===== src/rtl/mtet_pkg.sv =====
// ----------------------------------------------------------------------------
// Marching tetrahedra package
// Shared types, tables and constants for the isosurface extractor.
// ----------------------------------------------------------------------------
package mtet_pkg;

  localparam int VW = 32;
  localparam int FW = 16;

  typedef struct packed {
    logic [1:0]          corner;
    logic signed [VW-1:0] coord_x;
    logic signed [VW-1:0] coord_y;
    logic signed [VW-1:0] coord_z;
    logic signed [VW-1:0] sample;
  } corner_t;

  typedef struct packed {
    logic signed [VW-1:0] a_x;
    logic signed [VW-1:0] a_y;
    logic signed [VW-1:0] a_z;
    logic signed [VW-1:0] b_x;
    logic signed [VW-1:0] b_y;
    logic signed [VW-1:0] b_z;
    logic signed [VW-1:0] c_x;
    logic signed [VW-1:0] c_y;
    logic signed [VW-1:0] c_z;
    logic [3:0]           case_code;
    logic                 final_triangle;
  } tri_t;

  // One snapshot of a classified tetrahedron, handed from front to back.
  typedef struct packed {
    logic signed [3:0][VW-1:0] cx;
    logic signed [3:0][VW-1:0] cy;
    logic signed [3:0][VW-1:0] cz;
    logic signed [3:0][VW-1:0] s;
    logic signed [VW-1:0]      iso;
    logic [3:0]                code;
  } tetra_t;

  function automatic logic [1:0] tri_count(input logic [3:0] code);
    case (code)
      4'd0, 4'd15: tri_count = 2'd0;
      4'd3, 4'd5, 4'd6, 4'd9, 4'd10, 4'd12: tri_count = 2'd2;
      default: tri_count = 2'd1;
    endcase
  endfunction

  // Edge for triangle k (0..1), vertex v (0..2).
  function automatic logic [2:0] tri_edge(input logic [3:0] code, input logic k,
                                          input logic [1:0] v);
    logic [17:0] row;
    case (code)
      4'd1:  row = {3'd0, 3'd3, 3'd2, 3'd0, 3'd0, 3'd0};
      4'd2:  row = {3'd0, 3'd1, 3'd4, 3'd0, 3'd0, 3'd0};
      4'd3:  row = {3'd3, 3'd2, 3'd4, 3'd4, 3'd2, 3'd1};
      4'd4:  row = {3'd1, 3'd2, 3'd5, 3'd0, 3'd0, 3'd0};
      4'd5:  row = {3'd3, 3'd5, 3'd1, 3'd3, 3'd1, 3'd0};
      4'd6:  row = {3'd0, 3'd2, 3'd5, 3'd0, 3'd5, 3'd4};
      4'd7:  row = {3'd3, 3'd5, 3'd4, 3'd0, 3'd0, 3'd0};
      4'd8:  row = {3'd3, 3'd4, 3'd5, 3'd0, 3'd0, 3'd0};
      4'd9:  row = {3'd0, 3'd4, 3'd5, 3'd0, 3'd5, 3'd2};
      4'd10: row = {3'd0, 3'd5, 3'd3, 3'd0, 3'd1, 3'd5};
      4'd11: row = {3'd5, 3'd2, 3'd1, 3'd0, 3'd0, 3'd0};
      4'd12: row = {3'd3, 3'd4, 3'd1, 3'd3, 3'd1, 3'd2};
      4'd13: row = {3'd0, 3'd4, 3'd1, 3'd0, 3'd0, 3'd0};
      4'd14: row = {3'd0, 3'd2, 3'd3, 3'd0, 3'd0, 3'd0};
      default: row = '0;
    endcase
    tri_edge = row[17 - 3*(3*k + v) -: 3];
  endfunction

  function automatic logic [1:0] edge_p(input logic [2:0] e);
    case (e)
      3'd0: edge_p = 2'd0;
      3'd1: edge_p = 2'd1;
      3'd2: edge_p = 2'd2;
      3'd3: edge_p = 2'd0;
      3'd4: edge_p = 2'd1;
      default: edge_p = 2'd2;
    endcase
  endfunction

  function automatic logic [1:0] edge_q(input logic [2:0] e);
    case (e)
      3'd0: edge_q = 2'd1;
      3'd1: edge_q = 2'd2;
      3'd2: edge_q = 2'd0;
      default: edge_q = 2'd3;
    endcase
  endfunction

endpackage


===== src/rtl/mtet_if.sv =====
// ----------------------------------------------------------------------------
// Valid/ready channel
// Generic handshake interface carrying one payload per transaction.
// ----------------------------------------------------------------------------
interface mtet_if #(parameter type T = logic);
  logic valid;
  logic ready;
  T     data;
  modport source (output valid, output data, input ready);
  modport sink (input valid, input data, output ready);
endinterface


===== src/rtl/mtet_front.sv =====
// ----------------------------------------------------------------------------
// Front end
// Stores corners, holds the threshold and classifies each tetrahedron.
// ----------------------------------------------------------------------------
module mtet_front (
  input  logic                   clk,
  input  logic                   rst,
  input  mtet_pkg::corner_t      in_data,
  input  logic                   in_valid,
  output logic                   in_ready,
  input  logic [mtet_pkg::VW-1:0] cfg_data,
  input  logic                   cfg_valid,
  output logic                   cfg_ready,
  output mtet_pkg::tetra_t       q_data,
  output logic                   q_valid,
  input  logic                   q_ready
);
  import mtet_pkg::*;

  logic signed [3:0][VW-1:0] cx, cy, cz, s;
  logic signed [VW-1:0] iso;
  tetra_t snap;
  logic [3:0] code;
  logic take;

  assign cfg_ready = 1'b1;
  assign in_ready  = !q_valid || q_ready;
  assign take      = in_valid && in_ready;

  always_comb begin
    snap    = '0;
    snap.cx = cx;
    snap.cy = cy;
    snap.cz = cz;
    snap.s  = s;
    snap.cx[3] = in_data.coord_x;
    snap.cy[3] = in_data.coord_y;
    snap.cz[3] = in_data.coord_z;
    snap.s[3]  = in_data.sample;
    snap.iso   = iso;
    for (int i = 0; i < 4; i++) begin
      code[i] = ($signed(snap.s[i]) >= iso);
    end
    snap.code = code;
  end

  always_ff @(posedge clk) begin
    if (rst) begin
      iso     <= '0;
      q_valid <= 1'b0;
    end else begin
      if (cfg_valid) begin
        iso <= cfg_data;
      end
      q_valid <= (q_valid && !q_ready) ||
                 (take && in_data.corner == 2'd3 && tri_count(code) != 2'd0);
    end
    if (take) begin
      cx[in_data.corner] <= in_data.coord_x;
      cy[in_data.corner] <= in_data.coord_y;
      cz[in_data.corner] <= in_data.coord_z;
      s[in_data.corner]  <= in_data.sample;
    end
    if (take && in_data.corner == 2'd3 && in_ready) begin
      q_data <= snap;
    end
  end
endmodule


===== src/rtl/mtet_back.sv =====
// ----------------------------------------------------------------------------
// Back end
// Interpolates triangle vertices with a serial divider and emits triangles.
// ----------------------------------------------------------------------------
module mtet_back (
  input  logic             clk,
  input  logic             rst,
  input  mtet_pkg::tetra_t q_data,
  input  logic             q_valid,
  output logic             q_ready,
  output mtet_pkg::tri_t   out_data,
  output logic             out_valid,
  input  logic             out_ready
);
  import mtet_pkg::*;

  typedef enum logic [2:0] {IDLE, SETUP, DIVIDE, MUL, ACC, EMIT} state_t;

  state_t state;
  tetra_t job;
  logic       tri_k;
  logic [1:0] vtx;
  logic [1:0] axis;
  logic [1:0] st, en;
  logic [VW:0] num, den, rem;
  logic [FW:0] t;
  logic [4:0] step;
  logic signed [VW-1:0] base, far;
  logic [VW:0] mag;
  logic [VW+FW:0] prod;
  logic signed [VW-1:0] pt [9];
  logic [2:0] e;
  logic [1:0] p, q;
  logic signed [VW:0] d, n, diff;
  logic [VW:0] rem2;

  assign q_ready = (state == IDLE);
  assign e = tri_edge(job.code, tri_k, vtx);
  assign p = edge_p(e);
  assign q = edge_q(e);
  assign d = $signed({job.s[q][VW-1], job.s[q]}) - $signed({job.s[p][VW-1], job.s[p]});
  assign rem2 = {rem[VW-1:0], 1'b0};

  always_comb begin
    case (axis)
      2'd0: begin base = job.cx[st]; far = job.cx[en]; end
      2'd1: begin base = job.cy[st]; far = job.cy[en]; end
      default: begin base = job.cz[st]; far = job.cz[en]; end
    endcase
    diff = $signed({far[VW-1], far}) - $signed({base[VW-1], base});
    n = $signed({job.iso[VW-1], job.iso}) - $signed({job.s[st][VW-1], job.s[st]});
    prod = (mag[VW:FW] * t << FW) + (mag[FW-1:0] * t);
  end

  always_ff @(posedge clk) begin
    if (rst) begin
      state     <= IDLE;
      out_valid <= 1'b0;
    end else begin
      out_valid <= (out_valid && !out_ready) || (state == EMIT);
      case (state)
        IDLE: begin
          if (q_valid) begin
            job   <= q_data;
            tri_k <= 1'b0;
            vtx   <= 2'd0;
            state <= SETUP;
          end
        end
        SETUP: begin
          if (d > 0) begin
            st <= p; en <= q; den <= d;
          end else begin
            st <= q; en <= p; den <= -d;
          end
          state <= DIVIDE;
          step  <= '0;
          axis  <= 2'd0;
          t     <= '0;
          num   <= '0;
        end
        DIVIDE: begin
          if (step == 5'd0) begin
            if (den == '0 || n <= 0) begin
              t <= '0; state <= MUL;
            end else if (n >= $signed(den)) begin
              t <= {1'b1, {FW{1'b0}}}; state <= MUL;
            end else begin
              rem <= n; step <= 5'd1;
            end
          end else begin
            if (rem2 >= den) begin
              rem <= rem2 - den; t <= {t[FW-1:0], 1'b1};
            end else begin
              rem <= rem2; t <= {t[FW-1:0], 1'b0};
            end
            if (step == 5'(FW)) begin
              state <= MUL;
            end
            step <= step + 5'd1;
          end
        end
        MUL: begin
          mag  <= diff[VW] ? -diff : diff;
          num  <= diff;
          state <= ACC;
        end
        ACC: begin
          pt[4'(vtx) * 4'd3 + 4'(axis)] <= num[VW] ? base - VW'(prod >> FW)
                                                   : base + VW'(prod >> FW);
          if (axis == 2'd2) begin
            if (vtx == 2'd2) begin
              state <= EMIT;
            end else begin
              vtx <= vtx + 2'd1; state <= SETUP;
            end
          end else begin
            axis <= axis + 2'd1; state <= MUL;
          end
        end
        EMIT: begin
          if (!out_valid || out_ready) begin
            out_data.a_x <= pt[0]; out_data.a_y <= pt[1]; out_data.a_z <= pt[2];
            out_data.b_x <= pt[3]; out_data.b_y <= pt[4]; out_data.b_z <= pt[5];
            out_data.c_x <= pt[6]; out_data.c_y <= pt[7]; out_data.c_z <= pt[8];
            out_data.case_code <= job.code;
            out_data.final_triangle <= (tri_count(job.code) == 2'd1) || tri_k;
            if (tri_count(job.code) == 2'd2 && !tri_k) begin
              tri_k <= 1'b1; vtx <= 2'd0; state <= SETUP;
            end else begin
              state <= IDLE;
            end
          end
        end
        default: state <= IDLE;
      endcase
    end
  end
endmodule


===== src/rtl/marching_tetra_isosurface.sv =====
// ----------------------------------------------------------------------------
// Marching tetrahedra isosurface extractor
// Takes tetrahedron corners and emits interpolated isosurface triangles.
// ----------------------------------------------------------------------------
// Channel  Direction  Payload
// in       sink       corner, coord_x/y/z, sample
// out      source     a/b/c vertices, case_code, final_triangle
// cfg      sink       iso_value
// A corner is stored when it is taken. A corner 3 that yields triangles goes into a
// one-entry queue, and every input transaction waits while that queue is full
// and the back end is busy. A vertex runs the 16-step divider only when its
// edge fraction is neither 0 nor 1, and a triangle's output can be held by
// output stalls. Reset clears control state and the threshold.
module marching_tetra_isosurface (
  input logic clk,
  input logic rst,
  mtet_if.sink   in,
  mtet_if.source out,
  mtet_if.sink   cfg
);
  import mtet_pkg::*;

  tetra_t q_data;
  logic q_valid, q_ready;

  mtet_front u_front (
    .clk, .rst,
    .in_data(in.data), .in_valid(in.valid), .in_ready(in.ready),
    .cfg_data(cfg.data), .cfg_valid(cfg.valid), .cfg_ready(cfg.ready),
    .q_data, .q_valid, .q_ready
  );

  mtet_back u_back (
    .clk, .rst,
    .q_data, .q_valid, .q_ready,
    .out_data(out.data), .out_valid(out.valid), .out_ready(out.ready)
  );
endmodule

===== src/flat_wrapper.sv =====
// flat-port wrapper written by rule: the top's interface ports become plain ports
module marching_tetra_isosurface_flat import mtet_pkg::*;
  (clk, rst, in_valid, in_data, in_ready, out_valid, out_data, out_ready, cfg_valid, cfg_data, cfg_ready);
  mtet_if in_i ();
  mtet_if out_i ();
  mtet_if cfg_i ();
  input logic clk;
  input logic rst;
  input wire logic [$bits(in_i.valid)-1:0] in_valid;
  input wire logic [$bits(in_i.data)-1:0] in_data;
  output wire logic [$bits(in_i.ready)-1:0] in_ready;
  output wire logic [$bits(out_i.valid)-1:0] out_valid;
  output wire logic [$bits(out_i.data)-1:0] out_data;
  input wire logic [$bits(out_i.ready)-1:0] out_ready;
  input wire logic [$bits(cfg_i.valid)-1:0] cfg_valid;
  input wire logic [$bits(cfg_i.data)-1:0] cfg_data;
  output wire logic [$bits(cfg_i.ready)-1:0] cfg_ready;
  assign in_i.valid = in_valid;
  assign in_i.data = in_data;
  assign in_ready = in_i.ready;
  assign out_valid = out_i.valid;
  assign out_data = out_i.data;
  assign out_i.ready = out_ready;
  assign cfg_i.valid = cfg_valid;
  assign cfg_i.data = cfg_data;
  assign cfg_ready = cfg_i.ready;
  marching_tetra_isosurface u_core (.clk(clk), .rst(rst), .in(in_i), .out(out_i), .cfg(cfg_i));
endmodule

===== config.mk =====
export PLATFORM = sky130hd
export DESIGN_NAME = marching_tetra_isosurface_flat
export DESIGN_NICKNAME = d
export VERILOG_FILES = /design/src/rtl/mtet_pkg.sv /design/src/rtl/mtet_if.sv /design/src/rtl/mtet_front.sv /design/src/rtl/mtet_back.sv /design/src/rtl/marching_tetra_isosurface.sv /design/src/flat_wrapper.sv
export SDC_FILE = /design/constraint.sdc
export NUM_CORES = 1
export LEC_CHECK = 0
export BUFFER_PORTS_ARGS = -buffer_cell sky130_fd_sc_hd__buf_2
export CORE_MARGIN = 5
export CORE_UTILIZATION = 35
export DETAILED_ROUTE_END_ITERATION = 12
export GPL_ROUTABILITY_DRIVEN = 1
export PLACE_DENSITY = 0.65
export SLEW_MARGIN = 20
export SYNTH_ARGS = -nofsm -noshare
export SYNTH_HDL_FRONTEND = slang
export SYNTH_SLANG_ARGS = --single-unit

===== constraint.sdc =====
create_clock -name clk -period 2.1 [get_ports clk]
set_input_delay 0.315 -clock clk [delete_from_list [all_inputs] [get_ports clk]]
set_output_delay 0.315 -clock clk [all_outputs]
set_load 0.05 [all_outputs]

== Word-level counts from Yosys, hierarchy flattened ==
Memory sizes are Yosys's and may differ from the RTL's.
Cells that the tools add are included.

* Bits in registers: 16
* Bits in read-only memories: 64
* Bits of input ports: 7
* Output and inout port bits: 4
* Memories kept: 2

* Add/subtract/negate cells: 3
* Equality and inequality tests: 19
* Multiplexer cells: 28
* Bitwise operators: 1
* Reductions and logical operators: 24

{| class="wikitable"
|+ Memories
! memory !! depth !! bits a word !! read ports !! clocked after memory_dff !! write ports !! RTL line !! RTL
|-
| (name not given) || 16 || 2 || 1 || 0 || 0 || mtet_pkg.sv:43 || <nowiki>case (code)</nowiki>
|-
| (name not given) || 16 || 2 || 1 || 0 || 0 || mtet_pkg.sv:43 ||
|}

{| class="wikitable"
|+ Operators with widths
! cell !! number
|-
| two-way mux 2 bit || 12
|-
| two-way mux 3 bit || 6
|-
| case mux 3 bit (6 select lines) || 1
|-
| inequality test 2 bit, second input constant || 5
|-
| case mux 5 bit (2 select lines) || 1
|-
| AND reduction 3 bit || 3
|-
| AND reduction 7 bit || 1
|-
| equality test 2 bit, second input constant || 3
|-
| equality test 3 x 2 -> 1 bit, second input constant || 2
|-
| equality test 3 bit, second input constant || 2
|-
| inequality test 3 bit, second input constant || 2
|-
| case mux 2 bit (3 select lines) || 1
|-
| nonzero test 2 bit || 3
|-
| adder 5 x 1 -> 5 bit, second input constant || 1
|-
| equality test 5 bit, second input constant || 1
|-
| zero test 1 bit || 5
|-
| zero test 5 bit || 1
|-
| two-way mux 5 bit || 1
|-
| AND reduction 5 bit || 1
|-
| adder 2 x 1 -> 2 bit, second input constant || 2
|-
| logical OR 1 bit || 4
|-
| two-way mux 1 bit || 4
|-
| inequality test 2 x 1 -> 1 bit, second input constant || 2
|-
| case mux 2 bit (2 select lines) || 1
|-
| other kinds (8) || 10
|}

== Logic depth before layout (Yosys ltp) ==
Gate-level depths: netlist (run 1).

* Depth in word-level cells: 10
* Gate-level depth with buffers: 5

== Modules after synthesis ==
Synthesis (run 1) repeated with hierarchy kept, for this count alone.

* Cell total of the unflattened synthesis: 7,784
* Area, all modules: 111,764.7 um^2

{| class="wikitable"
|+ Modules (own cells, without submodules)
! module !! instances !! cells an instance !! area each (um^2) !! seq. area each (um^2)
|-
| mtet_back || 1 || 6,372 || 79,598.8 || 38,246.7
|-
| mtet_front || 1 || 1,411 || 32,162.1 || 28,647.5
|-
| marching_tetra_isosurface || 1 || 1 || 3.8 || 0.0
|}

== Least setup slack after synthesis (run 1) ==
OpenSTA, ideal clock, no wires.

* Path type: register to output
* From: reg u_core.u_back.state[2]
* To: out in_ready
* Arrival time: 1.791 ns
* Slack: -0.006 ns
* Stages on the path, launching flop included: 3
* Buffers on the path: 1
* Cell sequence: dfxtp_1 > clkbuf_1 > o31ai_1

* Longest elaborated chain between the ends: 2

{| class="wikitable"
|+ Ends and longest elaborated chain
! element !! RTL line !! RTL
|-
| start, declared || mtet_back.sv:19 || <nowiki>state_t state;</nowiki>
|-
| start signal, assigned || mtet_back.sv:57 || <nowiki>state <= IDLE;</nowiki>
|-
| start signal, assigned || mtet_back.sv:67 || <nowiki>state <= SETUP;</nowiki>
|-
| start signal, assigned || mtet_back.sv:76 || <nowiki>state <= DIVIDE;</nowiki>
|-
| zero test 3 bit || mtet_back.sv:37 || <nowiki>assign q_ready = (state == IDLE);</nowiki>
|-
| logical OR 1 bit || mtet_front.sv:27 || <nowiki>assign in_ready = !q_valid || q_ready;</nowiki>
|-
| end, declared || flat_wrapper.sv:11 || <nowiki>output wire logic [$bits(in_i.ready)-1:0] in_ready;</nowiki>
|}

No other way between the ends.

== Worst setup path in the final report (run 1) ==
Ends and elaborated chain as after synthesis.

==> flow_summary.json, run 1 <==
{
  "status": "finished, final reports clean",
  "fin_crit_sh_pct": 79.1,
  "final_util_pct": 40.2,
  "period_needed_ns": 1.66,
  "grt_pass1_vias": 541,
  "end_kind": "output port",
  "clk-insertion-delay-late_ns": 0.28,
  "drt-total-wl_um": 1300,
  "area_growth_pct": 8.62,
  "drt-initial-drc-count": 10,
  "leakage_nw": 0.343,
  "die_area_um2": 3440,
  "synth.top_cell.area_share_pct": 39.9,
  "post-place-cells": 111,
  "netlist_area_um2": 827,
  "crit_arrival_ns": 1.35,
  "initial_utilization_pct": 37.0,
  "gp_congestion": 0.701,
  "worstPathMaxFanout": 15,
  "drive_gt1_share_pct": 12.6,
  "rsz0062_at_grt": "no",
  "hold_buffers": 0,
  "grt_use_total_pct": 9.32,
  "hold_class": "input pin to register",
  "post_synth_num_cell_types": 31,
  "fin_area_um2": 898,
  "syn_nets": 94,
  "drc": 0,
  "nets": 99,
  "antenna_left": 0,
  "place_ws_ns": 0.478,
  "use_met3_pct": 5.04,
  "grt_pass1_wl_um": 2360,
  "power_density_nw_per_um2": 565,
  "instances_no_fill": 115,
  "cp-start-kind": "register",
  "globalRouteMet1Util_pct": 11.6,
  "ys_ff_latch": 16,
  "synth_top_area_cell": "edfxtp_1",
  "critPathKind": "register to output port",
  "cts_max_level": 1,
  "avgRoutedWirePerCell_um": 11.3,
  "antenna_found_initial": 0,
  "final_cell_mix": "nor2_1, edfxtp_1, inv_1",
  "cts_inserted_buffers": 3,
  "met2_usage_pct": 12.9,
  "die_h_um": 58.6,
  "rows": 17,
  "core_region_area_um2": 2230,
  "maxSlewViolCount": 0,
  "grt_busiest_layer": "met2",
  "cts.sinks": 16,
  "cts-resized-gates": 0,
  "cap_violations": 0,
  "antennaDiodeCount": 0,
  "final_common_cell": "nor2_1",
  "synth_cells": 83,
  "synth_warnings": 0,
  "post_dp_cell_area_um2": 872,
  "viasPerCell": 4.86,
  "tns_ns": 0,
  "synth_area_leaders": "edfxtp_1, dfxtp_1, nor2_1, ha_1, inv_1",
  "place_hpwl_um": 951,
  "fin_ws_ns": 0.439,
  "vdd.ir_drop.worst_uv": 422,
  "critPathMaxStageDelay_ns": 0.46,
  "fmax_mhz": 602,
  "finalSetupViolCount": 0,
  "firstDrtPassIters": 2,
  "grt.overflow.total": 0,
  "crit_family": "flip-flops",
  "clockBufferDepth": 2,
  "num_vias": 559,
  "die_w_um": 58.6,
  "cp_num_buf_inv": 1,
  "path_cells": "o31ai_2, buf_2",
  "skew_ns": 0.00239,
  "io_buffers": 5,
  "ios": 11,
  "cts_root_buffer": "clkbuf_4",
  "yosysSeqAreaShare_pct": 52.0,
  "grt_max_degree": 16,
  "post_cts_buffers": 0,
  "hold_viol_final": 0,
  "cts_tree": "built",
  "crit_slowest_cell": "dfxtp_1",
  "cp.required_ns": 1.78,
  "syn_avg_cell_area_um2": 9.96,
  "clk_pin_slew_ns": 0.09
}
==> worst register-to-register path, cell delays in order, from the launching register on <==
cell and delay [ns]:
edfxtp_1 0.39, inv_1 0.07, ha_1 0.22, nand2_1 0.07, a2bb2oi_1 0.16, nor4_1 0.36
==> Yosys cell counts <==
library cell,count
nor3b_1,2
nand2_1,2
or3b_1,1
conb_1,1
edfxtp_1,11
nor2b_1,2
o31ai_1,2
buf_4,1
o21a_1,2
xor2_1,2
o311a_1,1
ha_1,4
or4_1,1
inv_1,8
xnor2_1,1
nand2b_1,1
and3_1,1
o21ai_0,1
clkbuf_1,4
nor4bb_1,1
o21ba_2,1
nor3_1,4
dfxtp_1,5
nand4_1,1
a2bb2oi_1,2
buf_2,1
nor2_1,14
a21oi_1,2
nand3b_1,1
nor4_1,1
nand3_1,2
==> stage by stage <==
stage	hold WS (ns)	power, mW
finish	0.325	0.508
global route	0.334	0.536
CTS	0.307	0.516
detailed placement	0.426	0.349
global placement	0.417	0.349
floorplan	0.400	0.348
==> path summary, 6_finish.rpt <==
| check | start | endpoint | slack (ns) | cells past startpoint |
|---|---|---|---|---|
| worst min-delay path | rst | u_core.u_front.q_valid | 0.33 | 2 |
| worst max-delay path | u_core.u_back.state[2] | in_ready | 0.44 | 2 |
| worst min register to register | u_core.u_back.tri_k | u_core.u_back.out_data[0] | 0.44 | 0 |
| worst max register to register | u_core.u_back.axis[0] | u_core.u_back.vtx[1] | 0.49 | 5 |
==> power breakdown <==
group	switching, mW	internal, mW
clock	0.0924	0.0738
combinational	0.00763	0.00191
sequential	0.00000000000141	0.332
==> sequential cells by signal, summed over array words and instances, names as in the netlist <==
signal	flops
u_core.u_back.out_valid	1
u_core.u_back.step	5
u_core.u_back.tri_k	1
u_core.u_front.q_valid	1
u_core.u_back.vtx	2
u_core.u_back.out_data	1
u_core.u_back.axis	2
u_core.u_back.state	3
==> cell type report <==
cell class,count,area (µm²)
Clock buffer,4,26.3
Multi-Input combinational cell,53,344
Inverter,8,30.0
Sequential cell,16,430
Tap cell,28,35.0
Fill cell,227,1340
Timing Repair Buffer,6,32.5
==> cell families after synthesis <==
| group | synth area share, % |
|---|---|
| adder cells (fa/ha/maj) | 6.05 |
| buffers and inverters | 6.96 |
| AO/OA/AOI/OAI | 9.98 |
| flip-flops | 52.0 |
| other | 0.453 |
| AND/OR/NAND/NOR | 21.3 |
| XOR/XNOR | 3.18 |
==> per-layer routing <==
metal	routed length [µm]	part of all wire [%]
met5	0	0
met4	27	2.1
met3	86	6.6
met2	532	41
met1	656	50
(Power assumes the default switching activity.)
==> inputs of run 2 (changes only) <==
--- a/config.mk
+++ b/config.mk
@@ -5,6 +5,7 @@
 export SDC_FILE = /design/constraint.sdc
 export NUM_CORES = 1
 export LEC_CHECK = 0
+export ABC_AREA = 1
 export BUFFER_PORTS_ARGS = -buffer_cell sky130_fd_sc_hd__buf_2
 export CORE_MARGIN = 5
 export CORE_UTILIZATION = 35
==> constraint.sdc (replaced) <==
create_clock -name clk -period 1.6 [get_ports clk]
set_input_delay 0.24 -clock clk [delete_from_list [all_inputs] [get_ports clk]]
set_output_delay 0.24 -clock clk [all_outputs]
set_load 0.05 [all_outputs]
==> run 2 against run 1 <==
Sequential power increased by 48%. Cell count rose by 8.7%. Register-to-register slack got worse by 0.34 ns. Total power increased by 62%. Largest cell class unchanged.
==> flow_summary.json, run 2 <==
{
  "skew_ns": 0.00217,
  "grt_pass1_vias": 527,
  "synth_cells": 89,
  "synth.top_cell.area_share_pct": 40.7,
  "syn_avg_cell_area_um2": 9.12,
  "cp.required_ns": 1.36,
  "largest_reg_flops": 5,
  "drive_gt1_share_pct": 20.6,
  "synth_flop_cell": "edfxtp_1",
  "grt_max_degree": 10,
  "io_buffers": 5,
  "worstPathMaxFanout": 6,
  "vdd.ir_drop.worst_uv": 635,
  "netSwitchingFraction_pct": 26.7,
  "viasPerCell": 4.55,
  "syn_nets": 100,
  "firstDrtPassIters": 4,
  "ys_ff_latch": 16,
  "ios": 11,
  "clk-insertion-delay-late_ns": 0.28,
  "place_hpwl_um": 992,
  "fillerInstances": 239,
  "yosysMostFrequentCell": "nor2_1",
  "drt-initial-drc-count": 9,
  "fin_crit_sh_pct": 94.2,
  "cts_max_level": 1,
  "grt_use_total_pct": 8.64,
  "power.switching_mw": 0.220,
  "cts_inserted_buffers": 3,
  "maxSlewViolCount": 0,
  "fmax_mhz": 664,
  "final_cell_mix": "nor2_1, inv_1, edfxtp_1",
  "synth_warnings": 0,
  "place_ws_ns": 0.148,
  "critPathKind": "register to output port",
  "num_vias": 569,
  "clockBufferDepth": 2,
  "status": "finished, final reports clean",
  "rsz0062_at_grt": "no",
  "die_w_um": 58.2,
  "p_comb_share_pct": 14.5,
  "antennaDiodeCount": 0,
  "area_growth_pct": 10.8,
  "hold_viol_final": 0,
  "grt_pass1_wl_um": 2190,
  "top_register": "u_core.u_back.step",
  "period_needed_ns": 1.51,
  "fin_ws_ns": 0.0932,
  "cts.sinks": 16,
  "finalSetupViolCount": 0,
  "post_cts_buffers": 0,
  "avgRoutedWirePerCell_um": 10.0,
  "yosysSeqAreaShare_pct": 53.0,
  "pwr-share-seq_pct": 59.7,
  "cts_root_buffer": "clkbuf_4",
  "core_region_area_um2": 2210,
  "die_h_um": 58.2,
  "antenna_found_initial": 0,
  "synth-edff-count": 11,
  "gp_congestion": 0.733,
  "end_kind": "output port",
  "rows": 17,
  "grt.overflow.total": 0,
  "synth_top_area_cell": "edfxtp_1",
  "antenna_left": 0,
  "top_regs": "u_core.u_back.step x5, u_core.u_back.state x3",
  "post_synth_num_cell_types": 22,
  "crit_arrival_ns": 1.27,
  "clk_pin_slew_ns": 0.09,
  "synth_area_leaders": "edfxtp_1, dfxtp_1, nor2_1, inv_1, ha_1",
  "drc": 0,
  "p_int_mw": 0.604,
  "leakage_nw": 0.370,
  "hold_class": "input pin to register",
  "totalPowerFinal_mw": 0.824,
  "cp-start-kind": "register",
  "netlist_area_um2": 812,
  "hold_buffers": 0,
  "cts_tree": "built",
  "power_density_nw_per_um2": 916,
  "ys_top_cells_by_count": "nor2_1, inv_1, edfxtp_1",
  "tns_ns": 0,
  "synth-async-reset-ratio_pct": 0,
  "cap_violations": 0,
  "drt-total-wl_um": 1250,
  "die_area_um2": 3380,
  "initial_utilization_pct": 36.7,
  "p_clk_share_pct": 25.8,
  "nets": 109,
  "final_common_cell": "nor2_1"
}
## run 2: cell count changes after synthesis, sizes merged, moves of 2 or more
cell	delta
a21oi	+2
a2bb2oi	-2
a31oi	+2
clkbuf	-3
inv	+9
nand2	+8
nand3	+3
nor2	+5
nor2b	-2
nor3b	-2
o21a	-2
o31ai	-2
## run 2: cell families (layout without fill, tap and decap cells)
| kind of cell | after synthesis | after routing | synth area share (%) |
|---|---|---|---|
| flops | 16 | 16 | 53.0 |
| buf+inv | 19 | 27 | 9.24 |
| compound gates | 6 | 6 | 4.93 |
| other cells | 1 | 1 | 0.462 |
| fa+ha+maj | 4 | 4 | 6.16 |
| simple gates | 41 | 41 | 24.0 |
| xor+xnor | 2 | 2 | 2.16 |
## run 2: power by group through the flow
stage	clock network [mW]	logic [mW]	registers (mW)
global placement	0	0.114	0.500
CTS	0.225	0.120	0.492
global route	0.251	0.137	0.496
finish	0.212	0.120	0.492
floorplan	0	0.0970	0.496
detailed placement	0	0.120	0.501
## run 2: path summary, 6_finish.rpt
check / start / endpoint / slack (ns) / cells past startpoint
worst max-delay path: u_core.u_back.state[0] / in_ready / 0.09 / 4
worst min-delay path: rst / u_core.u_back.state[1] / 0.21 / 2
worst max register to register: u_core.u_back.state[0] / u_core.u_back.step[4] / 0.15 / 8
worst min register to register: u_core.u_back.tri_k / u_core.u_back.out_data[0] / 0.45 / 0
## run 2: area by class of cell
type | instances | area (µm²) | area share [%]
clock buffers | 3 | 22.5 | 2.50
clock inverters | 1 | 3.75 | 0.417
repair buffers | 6 | 35.0 | 3.89
inverters | 17 | 63.8 | 7.09
multi-input cells | 54 | 307 | 34.1
flip-flops and latches | 16 | 433 | 48.1
well taps | 28 | 35.0 | 3.89
## run 2: stage by stage
stage	cell area, µm²	std cells	utilization (%)	hold WS [ns]
after floorplan	812	89	-	0.400
after global placement	868	121	39.3	0.416
after detailed placement	868	121	39.3	0.452
after CTS	895	125	40.4	0.207
after global routing	900	125	40.7	0.196
final	900	125	40.7	0.208
## run 2: metal layers
| metal | up-vias | track usage (%) | part of all wire [%] | wire length, µm |
|---|---|---|---|---|
| met1 | 259 | 10.3 | 46 | 576 |
| met2 | 10 | 13.7 | 48 | 600 |
| met3 | 0 | 4.68 | 6.2 | 78 |
| met5 | - | 0 | 0 | 0 |
| li1 | 300 | - | - | - |
| met4 | 0 | 1.99 | 0 | 0 |
## run 2: worst max-delay path, cell delays in order, from the launching register on
cell,delay (ns)
dfxtp_1,0.39
nor2_4,0.17
nand2_1,0.09
nand2_1,0.09
clkbuf_4,0.23
## run 2: repair_timing
| action | in CTS | in global routing |
|---|---|---|
| setup endpoints to repair | 0 | 6 |
| hold endpoints to repair | 0 | 0 |
| resized for setup | 0 | 3 |
==> inputs of run 3 (changes only) <==
--- a/config.mk
+++ b/config.mk
@@ -12,6 +12,7 @@
 export DETAILED_ROUTE_END_ITERATION = 12
 export GPL_ROUTABILITY_DRIVEN = 1
 export PLACE_DENSITY = 0.65
+export RECOVER_POWER = 50
 export SLEW_MARGIN = 20
 export SYNTH_ARGS = -nofsm -noshare
 export SYNTH_HDL_FRONTEND = slang
==> run 3 against run 2 <==
Register-to-register slack got worse by 0.03 ns. Die area stayed put. Global-route usage stayed put. Critical endpoint unchanged.
==> flow_summary.json, run 3 (synthesis gave the netlist of run 2 again) <==
{
  "status": "finished, final reports clean",
  "power_density_nw_per_um2": 923,
  "cts.sinks": 16,
  "top_regs": "u_core.u_back.step x5, u_core.u_back.state x3",
  "grt_pass1_wl_um": 2190,
  "totalPowerFinal_mw": 0.821,
  "rows": 17,
  "cp.required_ns": 1.36,
  "end_kind": "output port",
  "wl_met2_um": 591,
  "cts_root_buffer": "clkbuf_4",
  "fillerInstances": 243,
  "topRoutingLayerUsed": "met3",
  "finalSetupViolCount": 0,
  "antenna_left": 0,
  "worstPathMaxFanout": 6,
  "maxSlewViolCount": 0,
  "place_hpwl_um": 992,
  "ios": 11,
  "drt-initial-drc-count": 13,
  "holdWs_ns": 0.208,
  "tightest_slew_ns": 0.593,
  "clk_pin_slew_ns": 0.09,
  "antenna_found_initial": 0,
  "period_needed_ns": 1.48,
  "grt_pass1_vias": 527,
  "hold_class": "input pin to register",
  "grt_use_total_pct": 8.64,
  "io_buffers": 5,
  "post_cts_buffers": 0,
  "cts_max_level": 1,
  "fin_crit_sh_pct": 92.7,
  "skew_ns": 0.00205,
  "final_cell_mix": "nor2_1, inv_1, edfxtp_1",
  "cts_inserted_buffers": 3,
  "firstDrtPassIters": 4,
  "vdd.ir_drop.worst_uv": 634,
  "regArea_um2": 433,
  "grt.overflow.total": 0,
  "cap_violations": 0,
  "top_register": "u_core.u_back.step",
  "drive_gt1_share_pct": 15.5,
  "num_vias": 566,
  "clk-insertion-delay-late_ns": 0.28,
  "antennaDiodeCount": 0,
  "largest_reg_flops": 5,
  "fmax_mhz": 674,
  "drt-total-wl_um": 1260,
  "grt_max_degree": 10,
  "initial_utilization_pct": 36.7,
  "nets": 109,
  "final_common_cell": "nor2_1",
  "tns_ns": 0,
  "gp_congestion": 0.733,
  "wl_met1_um": 586,
  "cp-start-kind": "register",
  "avgRoutedWirePerCell_um": 10.1,
  "die_area_um2": 3380,
  "critPathKind": "register to output port",
  "multi_input_area_um2": 299,
  "area_growth_pct": 9.55,
  "die_w_um": 58.2,
  "wl_met3_um": 79,
  "rsz0062_at_grt": "no",
  "hold_viol_final": 0,
  "viasPerCell": 4.53,
  "clockBufferDepth": 2,
  "drc": 0,
  "relSlewSlack_pct": 60.6,
  "die_h_um": 58.2,
  "crit_arrival_ns": 1.24,
  "leakage_nw": 0.363,
  "cts_tree": "built",
  "core_region_area_um2": 2210
}
run 3: cell types whose count changed in the layout (fill, tap and decap cells not counted):
cell and change:
nand3_1 +1, nand3_2 -1, nand2_1 +1, buf_2 -2
inv_1 +1, inv_2 -1, clkbuf_1 +2, nand2_2 -1
run 3: layout make-up:
class / count / share of cell area, %
Clock buffer: 3 / 2.53
Timing Repair Buffer: 6 / 3.66
Clock inverter: 1 / 0.422
Multi-Input combinational cell: 54 / 33.6
Sequential cell: 16 / 48.7
Tap cell: 28 / 3.94
Inverter: 17 / 7.17
run 3: critical path, stage by stage (launching register included):
cell	delay, ns
dfxtp_1	0.39
nor2_4	0.16
nand2_1	0.09
nand2_1	0.09
clkbuf_4	0.23
run 3: path summary, 6_finish.rpt:
check                          from                        end  slack, ns  depth (start not counted)
max          u_core.u_back.state[0]                   in_ready       0.12                          4
min                             rst     u_core.u_back.state[1]       0.21                          2
max reg2reg  u_core.u_back.state[0]      u_core.u_back.step[4]       0.12                          8
min reg2reg     u_core.u_back.tri_k  u_core.u_back.out_data[0]       0.45                          0
run 3: power breakdown:
part           total (mW)  switching, mW  internal (mW)
combinational       0.117         0.0743         0.0429
clock               0.212          0.122         0.0907
sequential          0.491         0.0219          0.469
run 3: per-stage QoR:
stage / instances / setup slack (ns) / utilization [%] / instance area [µm²]
after detailed placement: 121 / 0.148 / 39.3 / 868
after CTS: 125 / 0.0505 / 40.4 / 895
after floorplan: 89 / 0.0314 / - / 812
after global routing: 125 / 0.00178 / 40.2 / 890
after global placement: 121 / 0.166 / 39.3 / 868
final: 125 / 0.117 / 40.2 / 890
run 3: what timing repair did:
action,CTS,global route
endpoints found under the setup margin,0,6
endpoints found under the hold margin,0,0
hold buffers,0,0
gates resized for setup,0,3
run 3: routing by layer:
metal	global-route usage (%)	vias to the layer above
li1	-	300
met1	10.3	256
met2	13.7	10
met3	4.68	0
met4	1.99	0
met5	0	-
